## src/rtl/mubs_pkg.sv

```systemverilog
// shared constants for the mesh bounding-box unitizer
`default_nettype none

package mubs_pkg;

    // default coordinate width in bits, two's complement
    localparam int DEF_COORD_WIDTH = 32;

    // default count of fractional bits in a coordinate
    localparam int DEF_FRAC_BITS = 16;

    // boxes held between the bounds tracker and the scale unit
    localparam int QUEUE_DEPTH = 2;

    // number of coordinate-wide words in one packed box: lo/hi for x, y, z
    localparam int BOX_WORDS = 6;

endpackage

`default_nettype wire

```

## src/rtl/mubs_front.sv

```systemverilog
// bounds tracker: running per-axis min and max, hands a closed box on the last vertex
`default_nettype none

module mubs_front #(
    parameter int COORD_WIDTH = mubs_pkg::DEF_COORD_WIDTH
) (
    input  logic                                          clk,
    input  logic                                          rst_n,
    input  logic                                          in_valid,
    output logic                                          in_ready,
    input  logic signed [COORD_WIDTH-1:0]                 coord_x,
    input  logic signed [COORD_WIDTH-1:0]                 coord_y,
    input  logic signed [COORD_WIDTH-1:0]                 coord_z,
    input  logic                                          last_vertex,
    output logic                                          box_valid,
    input  logic                                          box_ready,
    output logic [mubs_pkg::BOX_WORDS*COORD_WIDTH-1:0]    box_data
);

    logic signed [COORD_WIDTH-1:0] lo_x_reg, hi_x_reg, lo_y_reg, hi_y_reg;
    logic signed [COORD_WIDTH-1:0] lo_z_reg, hi_z_reg;
    logic signed [COORD_WIDTH-1:0] lo_x_next, hi_x_next, lo_y_next, hi_y_next;
    logic signed [COORD_WIDTH-1:0] lo_z_next, hi_z_next;
    logic                          started_reg;
    logic                          accept;

    // a box can only be closed when the queue has room
    assign in_ready = box_ready;
    assign accept   = in_valid && in_ready;

    // first vertex of a set loads the box, later ones widen it
    always_comb
    begin
        lo_x_next = (!started_reg || coord_x < lo_x_reg) ? coord_x : lo_x_reg;
        hi_x_next = (!started_reg || coord_x > hi_x_reg) ? coord_x : hi_x_reg;
        lo_y_next = (!started_reg || coord_y < lo_y_reg) ? coord_y : lo_y_reg;
        hi_y_next = (!started_reg || coord_y > hi_y_reg) ? coord_y : hi_y_reg;
        lo_z_next = (!started_reg || coord_z < lo_z_reg) ? coord_z : lo_z_reg;
        hi_z_next = (!started_reg || coord_z > hi_z_reg) ? coord_z : hi_z_reg;
    end

    assign box_valid = accept && last_vertex;
    assign box_data  = {lo_x_next, hi_x_next, lo_y_next, hi_y_next, lo_z_next, hi_z_next};

    always_ff @(posedge clk or negedge rst_n)
    begin
        if (!rst_n)
        begin
            started_reg <= 1'b0;
        end
        else if (accept)
        begin
            started_reg <= !last_vertex;
        end
    end

    always_ff @(posedge clk)
    begin
        if (accept)
        begin
            lo_x_reg <= lo_x_next;
            hi_x_reg <= hi_x_next;
            lo_y_reg <= lo_y_next;
            hi_y_reg <= hi_y_next;
            lo_z_reg <= lo_z_next;
            hi_z_reg <= hi_z_next;
        end
    end

endmodule

`default_nettype wire

```

## src/rtl/mubs_queue.sv

```systemverilog
// small register queue carrying closed boxes from the tracker to the scale unit
`default_nettype none

module mubs_queue #(
    parameter int WIDTH = mubs_pkg::BOX_WORDS * mubs_pkg::DEF_COORD_WIDTH,
    parameter int DEPTH = mubs_pkg::QUEUE_DEPTH
) (
    input  logic             clk,
    input  logic             rst_n,
    input  logic             push_valid,
    output logic             push_ready,
    input  logic [WIDTH-1:0] push_data,
    output logic             pop_valid,
    input  logic             pop_ready,
    output logic [WIDTH-1:0] pop_data
);

    localparam int AW = (DEPTH > 1) ? $clog2(DEPTH) : 1;
    localparam int CW = $clog2(DEPTH + 1);

    logic [WIDTH-1:0] slot_reg [DEPTH];
    logic [AW-1:0]    wptr_reg, rptr_reg;
    logic [CW-1:0]    count_reg;
    logic             do_push, do_pop;

    assign push_ready = (count_reg != CW'(DEPTH));
    assign pop_valid  = (count_reg != '0);
    assign pop_data   = slot_reg[rptr_reg];
    assign do_push    = push_valid && push_ready;
    assign do_pop     = pop_valid && pop_ready;

    always_ff @(posedge clk or negedge rst_n)
    begin
        if (!rst_n)
        begin
            wptr_reg  <= '0;
            rptr_reg  <= '0;
            count_reg <= '0;
        end
        else
        begin
            if (do_push)
            begin
                wptr_reg <= (wptr_reg == AW'(DEPTH - 1)) ? '0 : wptr_reg + 1'b1;
            end
            if (do_pop)
            begin
                rptr_reg <= (rptr_reg == AW'(DEPTH - 1)) ? '0 : rptr_reg + 1'b1;
            end
            if (do_push && !do_pop)
            begin
                count_reg <= count_reg + 1'b1;
            end
            else if (do_pop && !do_push)
            begin
                count_reg <= count_reg - 1'b1;
            end
        end
    end

    always_ff @(posedge clk)
    begin
        if (do_push)
        begin
            slot_reg[wptr_reg] <= push_data;
        end
    end

endmodule

`default_nettype wire

```

## src/rtl/mubs_back.sv

```systemverilog
// scale unit: centre, extents, largest extent and a bit-serial reciprocal divide
`default_nettype none

module mubs_back #(
    parameter int COORD_WIDTH = mubs_pkg::DEF_COORD_WIDTH,
    parameter int FRAC_BITS   = mubs_pkg::DEF_FRAC_BITS
) (
    input  logic                                          clk,
    input  logic                                          rst_n,
    input  logic                                          box_valid,
    output logic                                          box_ready,
    input  logic [mubs_pkg::BOX_WORDS*COORD_WIDTH-1:0]    box_data,
    output logic                                          out_valid,
    input  logic                                          out_ready,
    output logic [COORD_WIDTH-1:0]                        scale_factor,
    output logic signed [COORD_WIDTH-1:0]                 center_x,
    output logic signed [COORD_WIDTH-1:0]                 center_y,
    output logic signed [COORD_WIDTH-1:0]                 center_z,
    output logic                                          degenerate
);

    localparam int W    = COORD_WIDTH;
    // dividend is 2^(2*FRAC_BITS+1), this many bits wide
    localparam int NW   = 2 * FRAC_BITS + 2;
    // quotient register keeps at least one bit above the field for overflow
    localparam int QW   = (NW > W) ? NW : W + 1;
    localparam int CNTW = $clog2(NW + 1);

    typedef enum logic [1:0] {ST_IDLE, ST_MAX, ST_DIV, ST_DONE} state_t;

    state_t          state_reg;
    logic [W:0]      ext_x_reg, ext_y_reg, ext_z_reg, ext_max_reg;
    logic [W-1:0]    cen_x_reg, cen_y_reg, cen_z_reg;
    logic [W:0]      rem_reg;
    logic [QW-1:0]   quot_reg;
    logic [CNTW-1:0] cnt_reg;
    logic            zero_reg;

    logic [W-1:0]    lo_x, hi_x, lo_y, hi_y, lo_z, hi_z;
    logic [W:0]      ext_x, ext_y, ext_z, ext_xy, ext_max;
    logic [W-1:0]    cen_x, cen_y, cen_z;
    logic [W+1:0]    rem_sh, rem_sub;
    logic            qbit, ovf;
    logic            load_out;

    function automatic logic [W-1:0] mag(input logic [W-1:0] v);
        mag = v[W-1] ? (~v + 1'b1) : v;
    endfunction

    // (lo + hi) / 2 rounded toward zero
    function automatic logic [W-1:0] mid(input logic [W-1:0] lo, input logic [W-1:0] hi);
        logic [W:0] sum;
        logic [W:0] adj;
        sum = {lo[W-1], lo} + {hi[W-1], hi};
        adj = sum + {{W{1'b0}}, sum[W] & sum[0]};
        mid = adj[W:1];
    endfunction

    assign lo_x = box_data[6*W-1 -: W];
    assign hi_x = box_data[5*W-1 -: W];
    assign lo_y = box_data[4*W-1 -: W];
    assign hi_y = box_data[3*W-1 -: W];
    assign lo_z = box_data[2*W-1 -: W];
    assign hi_z = box_data[W-1 -: W];

    always_comb
    begin
        ext_x   = {1'b0, mag(hi_x)} + {1'b0, mag(lo_x)};
        ext_y   = {1'b0, mag(hi_y)} + {1'b0, mag(lo_y)};
        ext_z   = {1'b0, mag(hi_z)} + {1'b0, mag(lo_z)};
        cen_x   = mid(lo_x, hi_x);
        cen_y   = mid(lo_y, hi_y);
        cen_z   = mid(lo_z, hi_z);
        ext_xy  = (ext_y_reg > ext_x_reg) ? ext_y_reg : ext_x_reg;
        ext_max = (ext_z_reg > ext_xy) ? ext_z_reg : ext_xy;
    end

    // restoring divide step; the dividend's only set bit enters on the first step
    always_comb
    begin
        rem_sh  = {rem_reg, (cnt_reg == CNTW'(NW))};
        rem_sub = rem_sh - {1'b0, ext_max_reg};
        qbit    = (rem_sh >= {1'b0, ext_max_reg});
        ovf     = |quot_reg[QW-1:W];
    end

    assign box_ready = (state_reg == ST_IDLE);
    // result register takes a new beat when empty or being drained
    assign load_out  = (state_reg == ST_DONE) && (!out_valid || out_ready);

    always_ff @(posedge clk or negedge rst_n)
    begin
        if (!rst_n)
        begin
            state_reg    <= ST_IDLE;
            out_valid    <= 1'b0;
            ext_x_reg    <= '0;
            ext_y_reg    <= '0;
            ext_z_reg    <= '0;
            ext_max_reg  <= '0;
            cen_x_reg    <= '0;
            cen_y_reg    <= '0;
            cen_z_reg    <= '0;
            rem_reg      <= '0;
            quot_reg     <= '0;
            cnt_reg      <= '0;
            zero_reg     <= 1'b0;
            scale_factor <= '0;
            center_x     <= '0;
            center_y     <= '0;
            center_z     <= '0;
            degenerate   <= 1'b0;
        end
        else
        begin
            if (out_valid && out_ready && !load_out)
            begin
                out_valid <= 1'b0;
            end
            case (state_reg)
                ST_IDLE:
                begin
                    if (box_valid)
                    begin
                        ext_x_reg <= ext_x;
                        ext_y_reg <= ext_y;
                        ext_z_reg <= ext_z;
                        cen_x_reg <= cen_x;
                        cen_y_reg <= cen_y;
                        cen_z_reg <= cen_z;
                        state_reg <= ST_MAX;
                    end
                end
                ST_MAX:
                begin
                    ext_max_reg <= ext_max;
                    rem_reg     <= '0;
                    quot_reg    <= '0;
                    cnt_reg     <= CNTW'(NW);
                    zero_reg    <= (ext_max == '0);
                    state_reg   <= (ext_max == '0) ? ST_DONE : ST_DIV;
                end
                ST_DIV:
                begin
                    rem_reg  <= qbit ? rem_sub[W:0] : rem_sh[W:0];
                    quot_reg <= {quot_reg[QW-2:0], qbit};
                    cnt_reg  <= cnt_reg - 1'b1;
                    if (cnt_reg == CNTW'(1))
                    begin
                        state_reg <= ST_DONE;
                    end
                end
                ST_DONE:
                begin
                    if (load_out)
                    begin
                        scale_factor <= (zero_reg || ovf) ? {W{1'b1}} : quot_reg[W-1:0];
                        degenerate   <= zero_reg || ovf;
                        center_x     <= cen_x_reg;
                        center_y     <= cen_y_reg;
                        center_z     <= cen_z_reg;
                        out_valid    <= 1'b1;
                        state_reg    <= ST_IDLE;
                    end
                end
                default:
                begin
                    state_reg <= ST_IDLE;
                end
            endcase
        end
    end

endmodule

`default_nettype wire

```

## src/rtl/mesh_unitize_bounds_scale.sv

```systemverilog
// top level of the mesh bounding-box unitizer: tracker, box queue and scale unit
//
// input channel (in_valid/in_ready): one vertex per beat, x/y/z in signed
// fixed point with FRAC_BITS fraction bits; last_vertex closes the set.
// the first vertex after reset or after a closing vertex opens a new set.
// output channel (out_valid/out_ready): one beat per closed set with the box
// centre (mid of min and max, rounded toward zero) and the scale
// 2 / largest extent, where an extent is |max| + |min| of its axis.
// degenerate marks a zero extent or a scale too large for the field; the
// scale then reads all ones.
// throughput: the tracker takes one vertex per cycle while the queue has room;
// each set passes through the scale unit as load, largest-extent pick, one
// quotient bit per cycle in the restoring divider, then result load; a
// zero-extent set skips the divider. up to QUEUE_DEPTH closed boxes wait
// between tracker and scale unit, so short sets only stall input once the
// queue and the divider are both busy.
// a stalled receiver holds the result register; the scale unit waits in its
// result state and the queue, then the input, back up behind it.
// reset clears the set-open flag, the queue and the output valid.
`default_nettype none

module mesh_unitize_bounds_scale #(
    parameter int COORD_WIDTH = mubs_pkg::DEF_COORD_WIDTH,
    parameter int FRAC_BITS   = mubs_pkg::DEF_FRAC_BITS
) (
    input  logic                          clk,
    input  logic                          rst_n,
    input  logic                          in_valid,
    output logic                          in_ready,
    input  logic signed [COORD_WIDTH-1:0] coord_x,
    input  logic signed [COORD_WIDTH-1:0] coord_y,
    input  logic signed [COORD_WIDTH-1:0] coord_z,
    input  logic                          last_vertex,
    output logic                          out_valid,
    input  logic                          out_ready,
    output logic [COORD_WIDTH-1:0]        scale_factor,
    output logic signed [COORD_WIDTH-1:0] center_x,
    output logic signed [COORD_WIDTH-1:0] center_y,
    output logic signed [COORD_WIDTH-1:0] center_z,
    output logic                          degenerate
);

    // packed box: lo_x, hi_x, lo_y, hi_y, lo_z, hi_z from the top down
    localparam int BOX_W = mubs_pkg::BOX_WORDS * COORD_WIDTH;

    logic             push_valid, push_ready;
    logic [BOX_W-1:0] push_data;
    logic             pop_valid, pop_ready;
    logic [BOX_W-1:0] pop_data;

    // running min/max per axis, emits the closed box with the last vertex
    mubs_front #(
        .COORD_WIDTH (COORD_WIDTH)
    ) u_front (
        .clk         (clk),
        .rst_n       (rst_n),
        .in_valid    (in_valid),
        .in_ready    (in_ready),
        .coord_x     (coord_x),
        .coord_y     (coord_y),
        .coord_z     (coord_z),
        .last_vertex (last_vertex),
        .box_valid   (push_valid),
        .box_ready   (push_ready),
        .box_data    (push_data)
    );

    // decouples vertex intake from the slow divide
    mubs_queue #(
        .WIDTH (BOX_W),
        .DEPTH (mubs_pkg::QUEUE_DEPTH)
    ) u_queue (
        .clk        (clk),
        .rst_n      (rst_n),
        .push_valid (push_valid),
        .push_ready (push_ready),
        .push_data  (push_data),
        .pop_valid  (pop_valid),
        .pop_ready  (pop_ready),
        .pop_data   (pop_data)
    );

    // centre, extents and the bit-serial reciprocal
    mubs_back #(
        .COORD_WIDTH (COORD_WIDTH),
        .FRAC_BITS   (FRAC_BITS)
    ) u_back (
        .clk          (clk),
        .rst_n        (rst_n),
        .box_valid    (pop_valid),
        .box_ready    (pop_ready),
        .box_data     (pop_data),
        .out_valid    (out_valid),
        .out_ready    (out_ready),
        .scale_factor (scale_factor),
        .center_x     (center_x),
        .center_y     (center_y),
        .center_z     (center_z),
        .degenerate   (degenerate)
    );

endmodule

`default_nettype wire

```

## config.mk

```make
export PLATFORM = sky130hd
export DESIGN_NAME = mesh_unitize_bounds_scale
export DESIGN_NICKNAME = d
export VERILOG_FILES = /design/src/rtl/mubs_pkg.sv /design/src/rtl/mubs_front.sv /design/src/rtl/mubs_queue.sv /design/src/rtl/mubs_back.sv /design/src/rtl/mesh_unitize_bounds_scale.sv
export SDC_FILE = /design/constraint.sdc
export NUM_CORES = 2
export LEC_CHECK = 0
export ABC_AREA = 1
export BUFFER_PORTS_ARGS = -buffer_cell sky130_fd_sc_hd__buf_2
export CORE_ASPECT_RATIO = 1.75
export CORE_MARGIN = 10
export CORE_UTILIZATION = 24
export DETAILED_ROUTE_END_ITERATION = 10
export GPL_ROUTABILITY_DRIVEN = 0
export GPL_TIMING_DRIVEN = 0
export HOLD_SLACK_MARGIN = 0.02
export PLACE_DENSITY = 0.36
export SLEW_MARGIN = 20
export SYNTH_ARGS = -nofsm -noshare
export SYNTH_HDL_FRONTEND = slang
export SYNTH_SLANG_ARGS = --single-unit
```

## constraint.sdc

```tcl
create_clock -name clk -period 35.9 [get_ports clk]
set_clock_uncertainty 0.05 [all_clocks]
set_input_delay 3.59 -clock clk [delete_from_list [all_inputs] [get_ports clk]]
set_output_delay 3.59 -clock clk [all_outputs]
set_load 0.01 [all_outputs]
```

# Word level (Yosys, flattened, before mapping)

Memory sizes are Yosys's and may differ from the RTL's.
Cells that the tools add are included.

Add/subtract/negate cells: 21
$lt $le $gt $ge: 9
Equal/unequal tests: 9
Mux-type cells: 33
Bitwise logic cells: 9
Reduce and logical (&&, ||, !) cells: 32

Operators with widths:

| cell                                           | number |
|---|---|
| 2-to-1 mux 32 bit                              | 13 |
| adder 32 x 32 -> 33 bit                        | 6 |
| adder 32 x 1 -> 32 bit (second input constant) | 6 |
| NOT 32 bit                                     | 6 |
| adder 33 x 1 -> 33 bit                         | 3 |
| 2-to-1 mux 33 bit                              | 3 |
| greater-than comparator 32 bit                 | 3 |
| < comparator 32 bit                            | 3 |
| case mux 34 bit (2 select lines)               | 1 |
| greater-than comparator 33 bit                 | 2 |
| case mux 33 bit (2 select lines)               | 1 |
| greater-or-equal comparator 34 x 33 -> 1 bit   | 1 |
| zero test 33 bit                               | 1 |
| subtractor 33 bit                              | 1 |
| case mux 6 bit (2 select lines)                | 1 |
| 2-to-1 mux 2 bit                               | 5 |
| logical AND 1 bit                              | 9 |
| logical OR 1 bit                               | 8 |
| 2-to-1 mux 1 bit                               | 8 |
| case mux 2 bit (4 select lines)                | 1 |
| == test 6 x 1 -> 1 bit (second input constant) | 1 |
| == test 6 bit (second input constant)          | 1 |
| zero test 1 bit                                | 6 |
| != test 2 x 1 -> 1 bit (second input constant) | 3 |
| other kinds (13)                               | 20 |

Register bits: 631
Bits in writable memories: 384
Input bits: 101
Memories: 1

Memory list:

| name             | depth | width | rd ports | clocked after Yosys merged registers in | write ports | line             | text |
|---|---|---|---|---|---|---|---|
| u_queue.slot_reg | 2     | 192   | 1        | 0                                       | 1           | mubs_queue.sv:21 | `logic [WIDTH-1:0] slot_reg [DEPTH];` |

# Longest topological paths before layout

Depth in word-level cells: 8
Depth in mapped cells: 41

# By module

Synthesis repeated with hierarchy kept, for this count alone.

Cells, all modules: 8463
Area total of the unflattened synthesis: 66850.4 sq um

Modules (own cells, without submodules):

| module     | instances | cells an instance | area an instance (sq um) | sequential area each (sq um) |
|---|---|---|---|---|
| mubs_back  | 1         | 5767              | 38744.7                  | 10860.4 |
| mubs_queue | 1         | 1032              | 14287.5                  | 11631.2 |
| mubs_front | 1         | 1664              | 13818.3                  | 5790.6 |

# Worst setup path before layout

OpenSTA, ideal clock, no wires.

Path kind: input to register
Start point: in in_valid
End point: mem u_queue.slot_reg[1][0] (netlist name) (enable)
Arrival time: 16.207 ns
Slack: 18.898 ns
Cell stages on the path: 4
Buffers on the path: 0
Cells stage by stage: nand2_1 -> inv_1 -> nand2_1 -> nor2_1

Longest elaborated chain between the ends: 5

RTL lines:

| element                                | line                            | text |
|---|---|---|
| start: declaration                     | mesh_unitize_bounds_scale.sv:28 | `input logic in_valid,` |
| logical AND 1 bit                      | mubs_front.sv:29                | `assign accept = in_valid && in_ready;` |
| via u_front.accept                     | mubs_front.sv:25                | `logic accept;` |
| logical AND 1 bit                      | mubs_front.sv:42                | `assign box_valid = accept && last_vertex;` |
| logical AND 1 bit                      | mubs_queue.sv:29                | `assign do_push = push_valid && push_ready;` |
| 2-to-1 mux 1 bit                       | mubs_queue.sv:63                | `if (do_push)` |
| 2-to-1 mux 1 bit (implied by the code) | mubs_queue.sv:65                | `slot_reg[wptr_reg] <= push_data;` |
| end: declaration                       | mubs_queue.sv:21                |  |

The timed path passes the listed nets, and every way through them passes these cells.

# Worst setup path after layout

Start point: reg u_queue.rptr_reg
End point: reg u_back.cen_z_reg[31]

Longest elaborated chain between the ends: 4

RTL lines:

| element                       | line             | text |
|---|---|---|
| start: declaration            | mubs_queue.sv:22 | `logic [AW-1:0] wptr_reg, rptr_reg;` |
| start signal: assignment      | mubs_queue.sv:48 | `rptr_reg <= (rptr_reg == AW'(DEPTH - 1)) ? '0 : rptr_reg + 1'b1;` |
| memory read (2 x 192 bit) (*) | --               |  |
| adder 32 x 32 -> 33 bit (*)   | mubs_back.sv:54  | `sum = {lo[W-1], lo} + {hi[W-1], hi};` |
| bitwise AND 1 bit             | mubs_back.sv:55  | `adj = sum + {{W{1'b0}}, sum[W] & sum[0]};` |
| adder 33 x 1 -> 33 bit (*)    | mubs_back.sv:55  |  |
| end signal: assignment        | mubs_back.sv:130 | `cen_z_reg <= cen_z;` |
| end: declaration              | mubs_back.sv:33  | `logic [W-1:0] cen_x_reg, cen_y_reg, cen_z_reg;` |

Mark *: on every way between the ends. The rest lies on a longest branch, timed or not.
A chain may end at the register's enable or synchronous reset.

==> results <==
- The flow ran to the end, and the final reports show no timing, DRC or antenna violations.
- The logic depth of the worst register-to-register path is 29.
- The pin count of the biggest net entering global routing is 86.
- The initial antenna violation count was 21.
- The die covers 297000 um^2.
- The buffers plus inverters on the worst setup path is 12.
- The core region is 274000 um^2.
- The power density over the cells is approximately 66 nW/um^2.
- The number of cell rows is approximately 250.
- Summing all multi-input logic gate instances after layout gives about 32000 um^2.
- The number of iterations in the first detailed-routing pass is 6.
- The number of gates resized after CTS was 0.
- The unique cell type count in the Yosys netlist is 69.
- The wire length per cell after detailed routing is 22.2 um.
- The leading register cell type out of synthesis is sky130_fd_sc_hd__edfxtp_1.
- The die extent in x is between 400 and 500 um.
- The clock latency at the later pin of the worst-skew pair is 750 ps.
- Based on the critical path, the design can be clocked at up to 0.130 GHz.
- The clock transition at the register clock pins on the worst setup and hold paths after CTS is 60 ps.
- The library cell with the largest summed area after synthesis is sky130_fd_sc_hd__edfxtp_1.
- The clock tree from TritonCTS is done.
- For the final routed database, the setup TNS stands at 0 ps.
- The total overflow reported by the global router is 0.
- Headroom to the max-slew limit came out at a little over a fifth.
- The number of top-level design ports is 232.
- The count of buffers added on input and output ports is between 200 and 250.
- The tightest min-delay check is of the flip-flop to flip-flop type.
- The final cycle utilization of the critical path is 21.5%.
- The critical path in this run is classified as flip-flop to flip-flop.
- Summing all flip-flop and latch instances after layout gives 28300 um^2.
- The final layout contains routed wiring with a total length of 271000 um.
- The share of the Yosys chip area taken by registers is 42.9%.
- The data required time at the worst endpoint is between 30000 and 40000 ps.
- At the placement stage, the worst setup path has a slack of 27920 ps.
- The net count of the mapped netlist is 8735.
- Setup repair after global routing left no endpoint under its margin.
- At the pin with the least slew margin, the transition time is 1180 ps.
- The count of cell instances traversed by the critical path is 29.
- The critical register-to-register path startpoint is u_queue.rptr_reg.
- The highest fanout seen on the critical path is 10.
- The most critical setup path has its startpoint at u_queue.rptr_reg.
- The netlist area before placement is 65900 um^2.
- The post-CTS repair timing setup buffer count is 0.
- The type of element launching the critical path is a flip-flop.
- The worst setup slack for register-to-register paths is 28190 ps.
- The capture point of the worst reg-to-reg path is u_back.cen_z_reg[31].
- The kind of cell adding the most delay to the critical path is buffers and inverters.
- The largest single stage delay on the critical path is roughly 670 ps.
- The post-detailed-route DRC marker count is 0.
- The via-per-instance ratio is 4.57.
- The via count of the first global-routing pass was 57600.
- The synthesis-stage register bit count is between 1000 and 1500.
- The net total in the final layout is 9105.
- The cell type of the slowest stage on the worst timing path is sky130_fd_sc_hd__buf_2.
- The leakage dissipation is between 30 and 40 nW.
- The largest vdd supply drop is 0.0397 mV.
- By area the synthesized netlist is led by sky130_fd_sc_hd__edfxtp_1 26%, sky130_fd_sc_hd__dfrtp_1 17%, sky130_fd_sc_hd__nand2_1 12%, sky130_fd_sc_hd__ha_1 9.4%, sky130_fd_sc_hd__inv_1 6.4%.
- In the final layout, the share of cells above drive strength 1 is 8.56%.
- In this design, the critical path's most frequently occurring cell is sky130_fd_sc_hd__inv_1.
- The clock passes through at most 3 buffers.
- In this run the number of H-tree levels came out at 3.
- Clock tree synthesis found a total of slightly above 1000 sinks.
- The mean instance size in the synthesized netlist is 8.11 um^2.
- Across every metal layer, demand over resource in global routing totals 17.6%.
- The number of clock buffers inserted by TritonCTS is approximately 110.
- The first global-routing pass estimated 392000 um of wire.
- The count of hold buffers inserted by post-cts repair is 0.
- The clock period minus worst slack is just under 8000 ps.
- The number of endpoints failing setup at the final stage is 0.
- The register with the most flip-flops in the layout has roughly 380 of them.
- The cell count after synthesis is 8133.
- The number of hold violations in the final report is 0.
- The post-route worst setup slack is 28190 ps.
- The via count of the routed design is roughly 56000.
- The reported max-cap violation count is 0.
- The final max-slew violation count came to 0.
- The portion of synthesized cell area occupied by the leading cell type is 26.2%.
- CTS placed an instance of sky130_fd_sc_hd__clkbuf_16 at the clock tree root.
- The number of filler instances in the final layout is between 20000 and 30000.
- The data arrival time of the critical path is 8280 ps.
- The vertical extent of the die is 713 um.
- For this run, the number of Yosys warnings is 0.
- The area growth from synthesis to final layout is 15.5%.
- STA classifies the critical path endpoint as a flip-flop.
- The core occupancy in the finished layout is 27.8%.
- The end point of the critical path is u_back.cen_z_reg[31].
- The effective utilization at floorplan is between 20% and 30%.
- Counting flops with an async set or reset pin after synthesis yields a share of 43.3%.
- Summed over all nets, the half-perimeter wirelength after detailed placement is about 230000 um.
- Counting flops with a built-in enable in the synthesized netlist gives around 580.
- The final hold slack is 421 ps.
- For this block, the initial DRC count from the detailed router was ~3200.
- The number of antenna-violating nets in the routed design is 0.
## cell families after synthesis
logic type | synth area share [%]
AOI/OAI and AO/OA | 11.6
xor gates and xnor gates | 4.78
adders and majority gates | 9.59
buffers and inverters | 7.85
DFF | 42.9
muxes | 1.11
and+or+nand+nor | 22.1
## worst min path at each step
stage                               startpoint  cells after the start                   end  slack [ps]
final                     u_queue.count_reg[0]                      1  u_queue.count_reg[0]         420
after global routing        u_back.center_y[4]                      2    u_back.center_y[4]         430
after CTS                 u_back.cen_x_reg[29]                      2   u_back.center_x[29]         420
after detailed placement  u_back.cen_x_reg[10]                      2   u_back.center_x[10]         410
after global placement    u_back.cen_x_reg[27]                      2   u_back.center_x[27]         410
after floorplan            u_back.cen_x_reg[0]                      2    u_back.center_x[0]         390
## cell type report
type | instances | area share (%)
multi-input combinational | 5775 | 42.6
sequential | 1015 | 37.1
tap | 3584 | 5.89
inverter | 1144 | 5.65
clock buffer | 138 | 3.93
timing repair buffer | 259 | 2.40
buffer | 199 | 1.19
clock inverter | 68 | 1.14
antenna | 8 | 0.0263
## placed cells by master, fill, tap and decap left out, types with 72 or more instances in the layout
cell                        netlist  routed
sky130_fd_sc_hd__nand3_1        303     303
sky130_fd_sc_hd__dfrtp_1        439     439
sky130_fd_sc_hd__nor3_1          72      72
sky130_fd_sc_hd__nand4_1         87      87
sky130_fd_sc_hd__xor2_1         277     277
sky130_fd_sc_hd__inv_1         1130    1129
sky130_fd_sc_hd__clkbuf_16        0     112
sky130_fd_sc_hd__or2_2          107     107
sky130_fd_sc_hd__o21ai_0        639     638
sky130_fd_sc_hd__nand2_1       2081    2081
sky130_fd_sc_hd__edfxtp_1       576     576
sky130_fd_sc_hd__ha_1           494     494
sky130_fd_sc_hd__buf_2           30     262
sky130_fd_sc_hd__mux2i_1         73      73
sky130_fd_sc_hd__xnor2_1         79      79
sky130_fd_sc_hd__a21oi_1        425     425
sky130_fd_sc_hd__clkbuf_1       146     144
sky130_fd_sc_hd__nor2_1         637     635
## worst reg2reg max path: cells and delay by family (launching register included)
kind	cells	cell delay (ps)
fa+ha+maj	2	550
buf+inv	12	3640
flops	1	360
mux	1	300
simple gates	14	2690
## report_power, final
| group | total, W | leakage [nW] | internal (W) | switching, W |
|---|---|---|---|---|
| sequential | 0.00161 | 11.3 | 0.00157 | 0.0000404 |
| combinational | 0.00214 | 22.2 | 0.000596 | 0.00155 |
| clock | 0.00124 | 1.88 | 0.000710 | 0.000531 |
| total | 0.00499 | 35.4 | 0.00287 | 0.00212 |
## routing by layer
metal	up-vias	wire, um	GRT usage [%]
met2	987	143000	33.7
met1	26700	105000	19.1
met3	426	7620	1.84
li1	27600	-	-
met5	-	153	0
met4	24	15600	8.74
## synthesized netlist by cell type, types with 5 or more instances
cell                       count
sky130_fd_sc_hd__o21ai_2      34
sky130_fd_sc_hd__o22ai_1      40
sky130_fd_sc_hd__a211oi_1     14
sky130_fd_sc_hd__fa_1          7
sky130_fd_sc_hd__o21bai_1     14
sky130_fd_sc_hd__o211ai_1     32
sky130_fd_sc_hd__ha_1        494
sky130_fd_sc_hd__a21o_1       19
sky130_fd_sc_hd__nand2_1    2081
sky130_fd_sc_hd__nor4_1       27
sky130_fd_sc_hd__nand4_2       8
sky130_fd_sc_hd__a21boi_0     21
sky130_fd_sc_hd__xnor2_1      79
sky130_fd_sc_hd__o21a_1       22
sky130_fd_sc_hd__nor2_1      637
sky130_fd_sc_hd__or2_2       107
sky130_fd_sc_hd__clkbuf_1    146
sky130_fd_sc_hd__a22oi_1       5
sky130_fd_sc_hd__a21oi_1     425
sky130_fd_sc_hd__nor3_2       17
sky130_fd_sc_hd__or2_1        22
sky130_fd_sc_hd__nand4_1      87
sky130_fd_sc_hd__buf_6        10
sky130_fd_sc_hd__nor2_2       22
sky130_fd_sc_hd__a31oi_1      43
sky130_fd_sc_hd__nand3b_1     22
sky130_fd_sc_hd__o221ai_1      6
sky130_fd_sc_hd__inv_2         9
sky130_fd_sc_hd__a221oi_1      6
sky130_fd_sc_hd__buf_1         7
sky130_fd_sc_hd__nand3_1     303
sky130_fd_sc_hd__buf_4         5
sky130_fd_sc_hd__o21ai_0     639
sky130_fd_sc_hd__o31ai_1      21
sky130_fd_sc_hd__inv_1      1130
sky130_fd_sc_hd__and2_1       16
sky130_fd_sc_hd__edfxtp_1    576
sky130_fd_sc_hd__o21ai_1      31
sky130_fd_sc_hd__dfrtp_1     439
sky130_fd_sc_hd__xor2_1      277
sky130_fd_sc_hd__nor3_1       72
sky130_fd_sc_hd__buf_2        30
sky130_fd_sc_hd__mux2i_1      73
## stage by stage
| stage | instance area, um^2 | total power, W | std cells |
|---|---|---|---|
| after floorplan | 65900 | 0.00298 | 8133 |
| after CTS | 76100 | 0.00506 | 12200 |
| final | 76200 | 0.00499 | 12200 |
| after global placement | 71600 | 0.00380 | 11900 |
| after global routing | 76100 | 0.00534 | 12200 |
| after detailed placement | 72300 | 0.00379 | 12000 |
(Power assumes the default switching activity.)
